`src/rtl/tdpt_pkg.sv`:
```
// shared types and constants for the trial division prime test
package tdpt_pkg;

    // first divisor of the 6k-1 / 6k+1 wheel
    localparam int unsigned C_FIRST_DIV = 5;
    // distance from one 6k-1 divisor to the next
    localparam int unsigned C_WHEEL_STEP = 6;
    // distance from 6k-1 to 6k+1
    localparam int unsigned C_PAIR_GAP = 2;
    // small divisor tried before the wheel starts
    localparam int unsigned C_THREE = 3;
    // largest candidate that is neither tested nor prime
    localparam int unsigned C_LAST_NON_PRIME = 1;
    // largest small prime
    localparam int unsigned C_LAST_SMALL_PRIME = 3;

    // which divisor is in flight
    typedef enum logic [1:0] {
        K_THREE,
        K_LO,
        K_HI
    } t_div_kind;

endpackage

```
`src/rtl/trial_division_prime_test_core.sv`:
```
// trial division prime test core with a bit-serial remainder unit
//
// Input channel: i_valid / o_stall carry one request, the WIDTH-bit i_candidate.
// Output channel: o_valid / i_stall carry one result, o_prime_flag.
// A request is taken at a rising edge with i_valid high and o_stall low.
// Candidates 0..3 and even candidates skip the divider and go via S_FINISH to the output.
// Otherwise the core divides by 3, then by d and d+2 for d = 5, 11, 17, ...
// while d <= candidate / d. Each division runs through a restoring radix-2
// divider that shifts one quotient bit per cycle in S_DIV, followed by a check of
// remainder and bound in S_CHECK. The divider loop sets the run time.
// One request is worked on at a time. The result sits in an output register;
// while the receiver stalls it, the core can already take the next request
// and starts it at once, holding its own result until the register frees up.
// Synchronous active-low reset returns the core to idle and drops o_valid.
module trial_division_prime_test_core
    import tdpt_pkg::*;
#(
    parameter int WIDTH = 32
) (
    input  logic             i_clk,
    input  logic             i_rst_n,
    input  logic             i_valid,
    output logic             o_stall,
    input  logic [WIDTH-1:0] i_candidate,
    output logic             o_valid,
    input  logic             i_stall,
    output logic             o_prime_flag
);

    localparam int CW = $clog2(WIDTH);
    localparam logic [CW-1:0] LAST_BIT = CW'(WIDTH - 1);

    typedef enum logic [1:0] {
        S_IDLE,
        S_DIV,
        S_CHECK,
        S_FINISH
    } t_state;

    t_state           r_state, n_state;
    t_div_kind        r_kind, n_kind;
    logic [WIDTH-1:0] r_n, n_n;
    logic [WIDTH-1:0] r_div, n_div;
    logic [WIDTH-1:0] r_rem, n_rem;
    logic [WIDTH-1:0] r_sh, n_sh;
    logic [CW-1:0]    r_cnt, n_cnt;
    logic             r_res, n_res;
    logic             r_out_valid, n_out_valid;
    logic             r_out_prime, n_out_prime;

    logic [WIDTH:0]   rem_sh;
    logic [WIDTH:0]   rem_sub;
    logic             rem_ge;
    logic             out_free;

    assign rem_sh   = {r_rem, r_sh[WIDTH-1]};
    assign rem_sub  = rem_sh - {1'b0, r_div};
    assign rem_ge   = rem_sh >= {1'b0, r_div};
    assign out_free = !r_out_valid || !i_stall;

    assign o_stall      = (r_state != S_IDLE);
    assign o_valid      = r_out_valid;
    assign o_prime_flag = r_out_prime;

    always_comb begin
        n_state     = r_state;
        n_kind      = r_kind;
        n_n         = r_n;
        n_div       = r_div;
        n_rem       = r_rem;
        n_sh        = r_sh;
        n_cnt       = r_cnt;
        n_res       = r_res;
        n_out_valid = r_out_valid;
        n_out_prime = r_out_prime;

        if (r_out_valid && !i_stall) begin
            n_out_valid = 1'b0;
        end

        unique case (r_state)
            S_IDLE: begin
                if (i_valid) begin
                    n_n = i_candidate;
                    if (i_candidate <= WIDTH'(C_LAST_NON_PRIME)) begin
                        n_res   = 1'b0;
                        n_state = S_FINISH;
                    end else if (i_candidate <= WIDTH'(C_LAST_SMALL_PRIME)) begin
                        n_res   = 1'b1;
                        n_state = S_FINISH;
                    end else if (!i_candidate[0]) begin
                        n_res   = 1'b0;
                        n_state = S_FINISH;
                    end else begin
                        n_div   = WIDTH'(C_THREE);
                        n_kind  = K_THREE;
                        n_rem   = '0;
                        n_sh    = i_candidate;
                        n_cnt   = '0;
                        n_state = S_DIV;
                    end
                end
            end
            S_DIV: begin
                // one quotient bit per cycle, quotient shifts in behind the dividend
                n_rem = rem_ge ? rem_sub[WIDTH-1:0] : rem_sh[WIDTH-1:0];
                n_sh  = {r_sh[WIDTH-2:0], rem_ge};
                n_cnt = r_cnt + CW'(1);
                if (r_cnt == LAST_BIT) begin
                    n_state = S_CHECK;
                end
            end
            S_CHECK: begin
                n_rem = '0;
                n_sh  = r_n;
                n_cnt = '0;
                case (r_kind)
                    K_THREE: begin
                        if (r_rem == '0) begin
                            n_res   = 1'b0;
                            n_state = S_FINISH;
                        end else begin
                            n_div   = WIDTH'(C_FIRST_DIV);
                            n_kind  = K_LO;
                            n_state = S_DIV;
                        end
                    end
                    K_LO: begin
                        // r_sh holds n / d here: stop once d > n / d
                        if (r_div > r_sh) begin
                            n_res   = 1'b1;
                            n_state = S_FINISH;
                        end else if (r_rem == '0) begin
                            n_res   = 1'b0;
                            n_state = S_FINISH;
                        end else begin
                            n_div   = r_div + WIDTH'(C_PAIR_GAP);
                            n_kind  = K_HI;
                            n_state = S_DIV;
                        end
                    end
                    default: begin
                        if (r_rem == '0) begin
                            n_res   = 1'b0;
                            n_state = S_FINISH;
                        end else begin
                            n_div   = r_div + WIDTH'(C_WHEEL_STEP - C_PAIR_GAP);
                            n_kind  = K_LO;
                            n_state = S_DIV;
                        end
                    end
                endcase
            end
            S_FINISH: begin
                if (out_free) begin
                    n_out_valid = 1'b1;
                    n_out_prime = r_res;
                    n_state     = S_IDLE;
                end
            end
            default: begin
                n_state = S_IDLE;
            end
        endcase
    end

    always_ff @(posedge i_clk) begin
        if (!i_rst_n) begin
            r_state     <= S_IDLE;
            r_out_valid <= 1'b0;
        end else begin
            r_state     <= n_state;
            r_out_valid <= n_out_valid;
        end
        r_kind      <= n_kind;
        r_n         <= n_n;
        r_div       <= n_div;
        r_rem       <= n_rem;
        r_sh        <= n_sh;
        r_cnt       <= n_cnt;
        r_res       <= n_res;
        r_out_prime <= n_out_prime;
    end

    // partial remainder never reaches the divisor
    a_rem_below_div: assert property (@(posedge i_clk) disable iff (!i_rst_n)
        (r_state == S_DIV) |-> (r_rem < r_div))
        else $error("remainder not below divisor");

    // every divisor tried is odd
    a_div_odd: assert property (@(posedge i_clk) disable iff (!i_rst_n)
        (r_state == S_DIV) |-> r_div[0])
        else $error("even divisor in flight");

    // an accepted request always leaves idle
    a_accept_busy: assert property (@(posedge i_clk) disable iff (!i_rst_n)
        (i_valid && !o_stall) |=> (r_state != S_IDLE))
        else $error("request accepted but core stayed idle");

    // a result is only loaded when the output register can take it
    a_no_overwrite: assert property (@(posedge i_clk) disable iff (!i_rst_n)
        (r_out_valid && i_stall) |=> (r_out_valid && $stable(r_out_prime)))
        else $error("pending result overwritten");

endmodule
```
`config.mk`:
```
export PLATFORM = sky130hd
export DESIGN_NAME = trial_division_prime_test_core
export DESIGN_NICKNAME = d
export VERILOG_FILES = /design/src/rtl/tdpt_pkg.sv /design/src/rtl/trial_division_prime_test_core.sv
export SDC_FILE = /design/constraint.sdc
export NUM_CORES = 1
export LEC_CHECK = 0
export ABC_AREA = 1
export BUFFER_PORTS_ARGS = -buffer_cell sky130_fd_sc_hd__buf_2
export CAP_MARGIN = 10
export CORE_UTILIZATION = 55
export DETAILED_ROUTE_END_ITERATION = 6
export GPL_TIMING_DRIVEN = 0
export PLACE_DENSITY = 0.75
export SLEW_MARGIN = 15
export SYNTH_ARGS = -nofsm -noshare
export SYNTH_HDL_FRONTEND = slang
export SYNTH_SLANG_ARGS = --single-unit
export TNS_END_PERCENT = 50
```
`constraint.sdc`:
```
create_clock -name i_clk -period 5 [get_ports i_clk]
set_input_delay 0.5 -clock i_clk [delete_from_list [all_inputs] [get_ports i_clk]]
set_output_delay 0.5 -clock i_clk [all_outputs]
set_load 0.005 [all_outputs]
```
# Word level (Yosys, flattened, before mapping)
# Cells that the tools add are included.
dict set report op_classes {
  addsub 4
  n_lt_le_gt_ge 4
  n_eq_ne 16
  n_mux 56
  n_reduce_logical 17
}
# operator count
set ops {}
lappend ops {{32-bit two-way mux} 17}
lappend ops {{32-bit case mux with 3 select lines} 2}
lappend ops {{32-bit case mux with 2 select lines} 2}
lappend ops {{2-bit two-way mux} 17}
lappend ops {{33-bit by 32-bit greater-or-equal comparator with 1-bit output} 1}
lappend ops {{32-bit by 2-bit adder with 32-bit output, second input constant} 1}
lappend ops {{32-bit by 3-bit adder with 32-bit output, second input constant} 1}
lappend ops {{32-bit > comparator} 1}
lappend ops {{32-bit by 1-bit less-or-equal comparator with 1-bit output, second input constant} 1}
lappend ops {{32-bit by 2-bit less-or-equal comparator with 1-bit output, second input constant} 1}
lappend ops {{32-bit zero test} 1}
lappend ops {{32-bit subtractor} 1}
lappend ops {{5-bit two-way mux} 4}
lappend ops {{5-bit case mux with 3 select lines} 1}
lappend ops {{2-bit inequality test, second input constant} 7}
lappend ops {{1-bit two-way mux} 10}
lappend ops {{3-bit inequality test, second input constant} 3}
lappend ops {{2-bit case mux with 4 select lines} 1}
lappend ops {{8-bit AND reduction} 1}
lappend ops {{7-bit AND reduction} 1}
lappend ops {{3-bit AND reduction} 2}
lappend ops {{5-bit by 1-bit adder with 5-bit output, second input constant} 1}
lappend ops {{5-bit equality test, second input constant} 1}
lappend ops {{5-bit AND reduction} 1}
lappend ops {{12 further kinds} 18}
dict set report word_totals {
  ff_bits 140
  inputBits 36
  word_cells 107
}

# Logic depth before layout (Yosys ltp)
dict set report depth {
  depth_word 5
  ltp_mapped 19
  mapped_depth_nobuf 19
}

# Worst setup path before layout
# Ideal clock, no wire load.
dict set report synth_path {
  path_type {register to register}
  from {register r_state[1]}
  to {register r_cnt[0] (enable)}
  t_arrival_ns 4.698
  slack_ns -0.217
  stages_incl_launch_ff 8
  path_buffers 3
  period_less_slack_ns 5.217
  path_cell_list {dfxtp_1 > inv_1 > ha_1 > clkbuf_1 > inv_1 > clkbuf_1 > buf_1 > a21oi_1}
}
dict set report synth_between {
  elab_chain_cells 3
  elab_cells_between_ends 9
  classes_between {eq/ne (6); reduce/logical (3)}
}
# item line_no
set synth_rtl {}
lappend synth_rtl {{start, declared} trial_division_prime_test_core.sv:40} ;# t_state r_state, n_state;
lappend synth_rtl {{start signal, assigned} trial_division_prime_test_core.sv:172} ;# r_state <= n_state;
lappend synth_rtl {{2-bit equality test (tied with other cells)} trial_division_prime_test_core.sv:81} ;# unique case (r_state)
lappend synth_rtl {{3-bit nonzero test (no line) or 2-bit inequality test (tied branches)} --}
lappend synth_rtl {{5-bit AND reduction (no line) *} --}
lappend synth_rtl {{end signal, assigned} trial_division_prime_test_core.sv:180} ;# r_cnt <= n_cnt;
lappend synth_rtl {{end, declared} trial_division_prime_test_core.sv:46} ;# logic [CW-1:0] r_cnt, n_cnt;
# Mark *: on every way between the ends. The rest lies on a longest branch, timed or not.
# A chain may end at the register's enable or synchronous reset.

# Final worst setup path
dict set report layout_path {
  from {register r_div[1]}
  to {register r_rem[0] (data pin)}
}
dict set report layout_between {
  elab_chain_cells 3
}
# item line_no
set layout_rtl {}
lappend layout_rtl {{start, declared} trial_division_prime_test_core.sv:43} ;# logic [WIDTH-1:0] r_div, n_div;
lappend layout_rtl {{start signal, assigned} trial_division_prime_test_core.sv:177} ;# r_div <= n_div;
lappend layout_rtl {{33-bit by 32-bit greater-or-equal comparator with 1-bit output} trial_division_prime_test_core.sv:58} ;# assign rem_ge = rem_sh >= {1'b0, r_div};
lappend layout_rtl {{32-bit two-way mux} trial_division_prime_test_core.sv:106} ;# n_rem = rem_ge ? rem_sub[WIDTH-1:0] : rem_sh[WIDTH-1:0];
lappend layout_rtl {{32-bit case mux with 3 select lines} trial_division_prime_test_core.sv:81}
lappend layout_rtl {{end signal, assigned} trial_division_prime_test_core.sv:178} ;# r_rem <= n_rem;
lappend layout_rtl {{end, declared} trial_division_prime_test_core.sv:44} ;# logic [WIDTH-1:0] r_rem, n_rem;
# No other way between the ends.

==> PnR_summary.wiki <==
{| class="wikitable"
! Metric !! Value
|-
| Maximum count of clock buffers along a single path || 2
|-
| 1st-iter DRT viols || 908
|-
| Net count after synthesis || 1388
|-
| Count of pins over their slew limit || 0
|-
| Number of input and output port buffers inserted || 38
|-
| Die boundary width || 138 um
|-
| Path type of the worst min-delay path || in2reg
|-
| Relative max-transition margin || 46.4%
|-
| Number of global-route vias before repair || 8721
|-
| Row count || 49
|-
| Number of H-tree branching levels || 4
|-
| Floorplan die area || 0.0191 mm^2
|-
| Via count || 9320
|-
| Count of state elements after synthesis || 140
|-
| Overall global routing resource usage || 32.1%
|-
| Yosys top cell area share || 40.4%
|-
| TritonCTS Buffers || 17
|-
| Top flip-flop cell by instance count after synthesis || sky130_fd_sc_hd__edfxtp_1
|-
| Endpoint of the worst register-to-register path || r_rem[0]
|-
| Global routing met1 resource utilization || 45.7%
|-
| Setup skew after layout || 0.00990 ns
|-
| Delay contributed by the slowest stage of the critical path || 0.57 ns
|-
| Post-synth EDFFs || 137
|-
| Worst path slowest cell || sky130_fd_sc_hd__edfxtp_1
|-
| Critical Path Source || r_div[1]
|-
| Cell type with the largest total area after synthesis || sky130_fd_sc_hd__edfxtp_1
|-
| Met3 Resource Use GR || 6.58%
|-
| Latest clock arrival within the worst-skew pair || 0.44 ns
|-
| First-pass DRT Iterations || 5
|-
| FF-to-FF Start || r_div[1]
|-
| Highest achievable clock rate || 288 MHz
|-
| Routability congestion estimate || 0.970
|-
| Starting density of the core || 56.4%
|-
| Post-CTS setup buffer count || 0
|-
| Total DRC errors in the routed layout || 0
|-
| RSZ-0062 raised after global routing || false
|-
| TritonCTS clock tree || built
|-
| Share of synthesized flip-flops with an asynchronous set or reset || 0%
|-
| Setup violation total in the final timing report || 0
|-
| Post-route setup slack || 1.53 ns
|-
| FF-to-FF setup slack || 1.53 ns
|-
| Number of distinct library cells after synthesis || 53
|-
| Arrival time of the worst setup path || 3.65 ns
|-
| Kind of end point of the critical path || flop
|-
| Critical path peak fanout || 10
|-
| Met2 track demand over resource || 48.7%
|-
| Fillers || 1589
|-
| Vertical die dimension || 138 um
|-
| Run status || completed
|-
| Final cycle utilization of the critical path || 69.4%
|-
| Post-synthesis cell area || 0.0102 mm^2
|-
| Core footprint || 0.0181 mm^2
|-
| Maximum capacitance violations || 0
|-
| Most congested layer reported by global routing || met2
|-
| Setup crit start kind || flop
|-
| Pin count of the biggest net entering global routing || 33
|-
| Final hold viol count || 0
|-
| CTS Root Cell || sky130_fd_sc_hd__clkbuf_16
|-
| Hpwl dp || 23300 um
|-
| Required time worst endpoint || 5.18 ns
|-
| Final worst path period need || 3.47 ns
|-
| Clock net sink count || 140
|-
| Crit Path Class || reg2reg
|-
| Clock Pin Slew Worst Setup and Hold Paths || 0.07 ns
|-
| End point of the critical path || r_rem[0]
|-
| Total wire length || 29800 um
|-
| Number of cells on the worst reg-to-reg path || 14
|-
| Leading cell types by total area after synthesis || sky130_fd_sc_hd__edfxtp_1, sky130_fd_sc_hd__nand2_1, sky130_fd_sc_hd__ha_1
|-
| Number of top-level pins || 39
|-
| Layout cells sized above 1 || 9.82%
|-
| Transition time of the tightest slew-check pin || 0.796 ns
|-
| Diode insertion count for antenna repair || 0
|-
| Chain of cells forming the critical path || inv_1 > clkbuf_1 > ha_1 > nand3_1 > nand2_1 > a21boi_2 > o21ai_1 > nand2_1 > nand3_2 > nand2_2 > nand2_4 > buf_12 > o21ai_1 > a21oi_2
|-
| Avg WL per Cell || 18.8 um
|-
| Routed vias/inst || 5.88
|-
| Post-synthesis cell count || 1279
|-
| Wire length of the first global-routing pass || 47000 um
|-
| Number of warnings reported in the yosys synthesis log || 0
|-
| Post-synthesis sequential area ratio || 40.9%
|-
| NumNets Final || 1451
|-
| Hold-fix buffers at CTS || 0
|-
| Antenna viol nets, final || 0
|-
| Pre-CTS worst setup slack || 1.59 ns
|-
| Area delta synth->final || 11.6%
|-
| Total global routing overflow || 0
|-
| Post-cts gate resize count || 0
|-
| Mean instance size in the synthesized netlist || 7.97 um^2
|-
| Number of antenna violations at the first check in global routing || 0
|}
synth_stat cells, types with 6 or more instances:
cell,instances
sky130_fd_sc_hd__o21a_1,6
sky130_fd_sc_hd__ha_1,72
sky130_fd_sc_hd__nand4_1,15
sky130_fd_sc_hd__nor3_1,19
sky130_fd_sc_hd__nor2_1,146
sky130_fd_sc_hd__xnor2_1,15
sky130_fd_sc_hd__clkbuf_1,22
sky130_fd_sc_hd__nand2_2,6
sky130_fd_sc_hd__o21ai_1,12
sky130_fd_sc_hd__nand2_1,245
sky130_fd_sc_hd__xor2_1,14
sky130_fd_sc_hd__a22oi_1,16
sky130_fd_sc_hd__nand3_1,61
sky130_fd_sc_hd__a31oi_1,9
sky130_fd_sc_hd__a21oi_2,21
sky130_fd_sc_hd__nor4_1,11
sky130_fd_sc_hd__a21o_1,6
sky130_fd_sc_hd__a21oi_1,149
sky130_fd_sc_hd__o21ai_0,69
sky130_fd_sc_hd__inv_1,175
sky130_fd_sc_hd__edfxtp_1,137
cell type report:
class | count | area [um^2] | area share, %
Sequential cell | 140 | 4170 | 36.7
Inverter | 178 | 673 | 5.92
Buffer | 33 | 201 | 1.77
Timing Repair Buffer | 44 | 295 | 2.59
Multi-Input combinational cell | 928 | 5160 | 45.4
Clock buffer | 17 | 425 | 3.74
Tap cell | 229 | 287 | 2.52
Clock inverter | 15 | 161 | 1.42
cell usage in the layout, fill, tap and decap left out, types with 4 or more instances in the layout:
cell / Yosys / layout
sky130_fd_sc_hd__a21oi_1: 149 / 148
sky130_fd_sc_hd__nand2_1: 245 / 245
sky130_fd_sc_hd__o21ai_0: 69 / 69
sky130_fd_sc_hd__inv_1: 175 / 174
sky130_fd_sc_hd__o21ai_1: 12 / 12
sky130_fd_sc_hd__nor3_1: 19 / 19
sky130_fd_sc_hd__inv_8: 0 / 7
sky130_fd_sc_hd__ha_1: 72 / 72
sky130_fd_sc_hd__nand3_1: 61 / 61
sky130_fd_sc_hd__a31oi_1: 9 / 9
sky130_fd_sc_hd__a22oi_1: 16 / 16
sky130_fd_sc_hd__a21o_1: 6 / 6
sky130_fd_sc_hd__buf_2: 2 / 40
sky130_fd_sc_hd__o21a_1: 6 / 6
sky130_fd_sc_hd__clkbuf_1: 22 / 22
sky130_fd_sc_hd__nand4_1: 15 / 15
sky130_fd_sc_hd__a21oi_2: 21 / 21
sky130_fd_sc_hd__buf_4: 1 / 4
sky130_fd_sc_hd__inv_6: 1 / 5
sky130_fd_sc_hd__xor2_1: 14 / 14
sky130_fd_sc_hd__nand2_2: 6 / 6
sky130_fd_sc_hd__nor2_1: 146 / 146
sky130_fd_sc_hd__nor4_1: 11 / 11
sky130_fd_sc_hd__clkbuf_16: 0 / 17
sky130_fd_sc_hd__edfxtp_1: 137 / 137
sky130_fd_sc_hd__xnor2_1: 15 / 15
how the worst min path moves through the flow:
stage                         from           end  slack [ns]  cells after the start
floorplan                    r_res  o_prime_flag        0.43                      0
global placement           o_valid       o_valid        0.47                      2
detailed placement           r_res  o_prime_flag        0.47                      0
CTS                 i_candidate[5]        r_n[5]        0.24                      1
global route        i_candidate[5]        r_n[5]        0.24                      1
finish              i_candidate[5]        r_n[5]        0.25                      1
registers in the layout, indices dropped and copies added, names as in the netlist, 2 cells and up:
register,count
r_div,32
r_n,32
r_rem,32
r_sh,32
r_cnt,5
r_kind,2
r_state,2
worst max-delay path, delay by kind of cell (launching register included):
kind	cells	cell delay, ns
and+or+nand+nor	6	0.65
DFF	1	0.57
adders and majority gates	1	0.36
AOI/OAI and AO/OA	4	0.72
buffers and inverters	3	0.91
metrics by stage:
stage	TNS [ns]	hold slack [ns]	util (%)	area, um^2	std cells
2_1_floorplan	0	0.427	-	10200	1279
3_3_place_gp	-66.28	0.471	59.0	10700	1546
3_5_place_dp	0	0.467	59.7	10800	1552
4_1_cts	0	0.243	62.9	11400	1584
5_1_grt	0	0.238	62.9	11400	1584
6_report	0	0.245	62.9	11400	1584
per-layer routing:
layer / up-vias / share of wire (%)
met4: 0 / 2.3
met3: 45 / 9.8
met2: 441 / 44
li1: 4515 / -
met5: - / 0
met1: 4319 / 44
cells by family after synthesis:
kind of cell,share of synthesized area (%)
and+or+nand+nor,21.9
buffers and inverters,8.58
xor gates and xnor gates,2.49
adders and majority gates,9.03
DFF,40.9
AOI/OAI and AO/OA,17.1
Power is left out: the tool's default activity adds up to more than one toggle a clock period on the data nets, which glitch-free logic cannot reach.
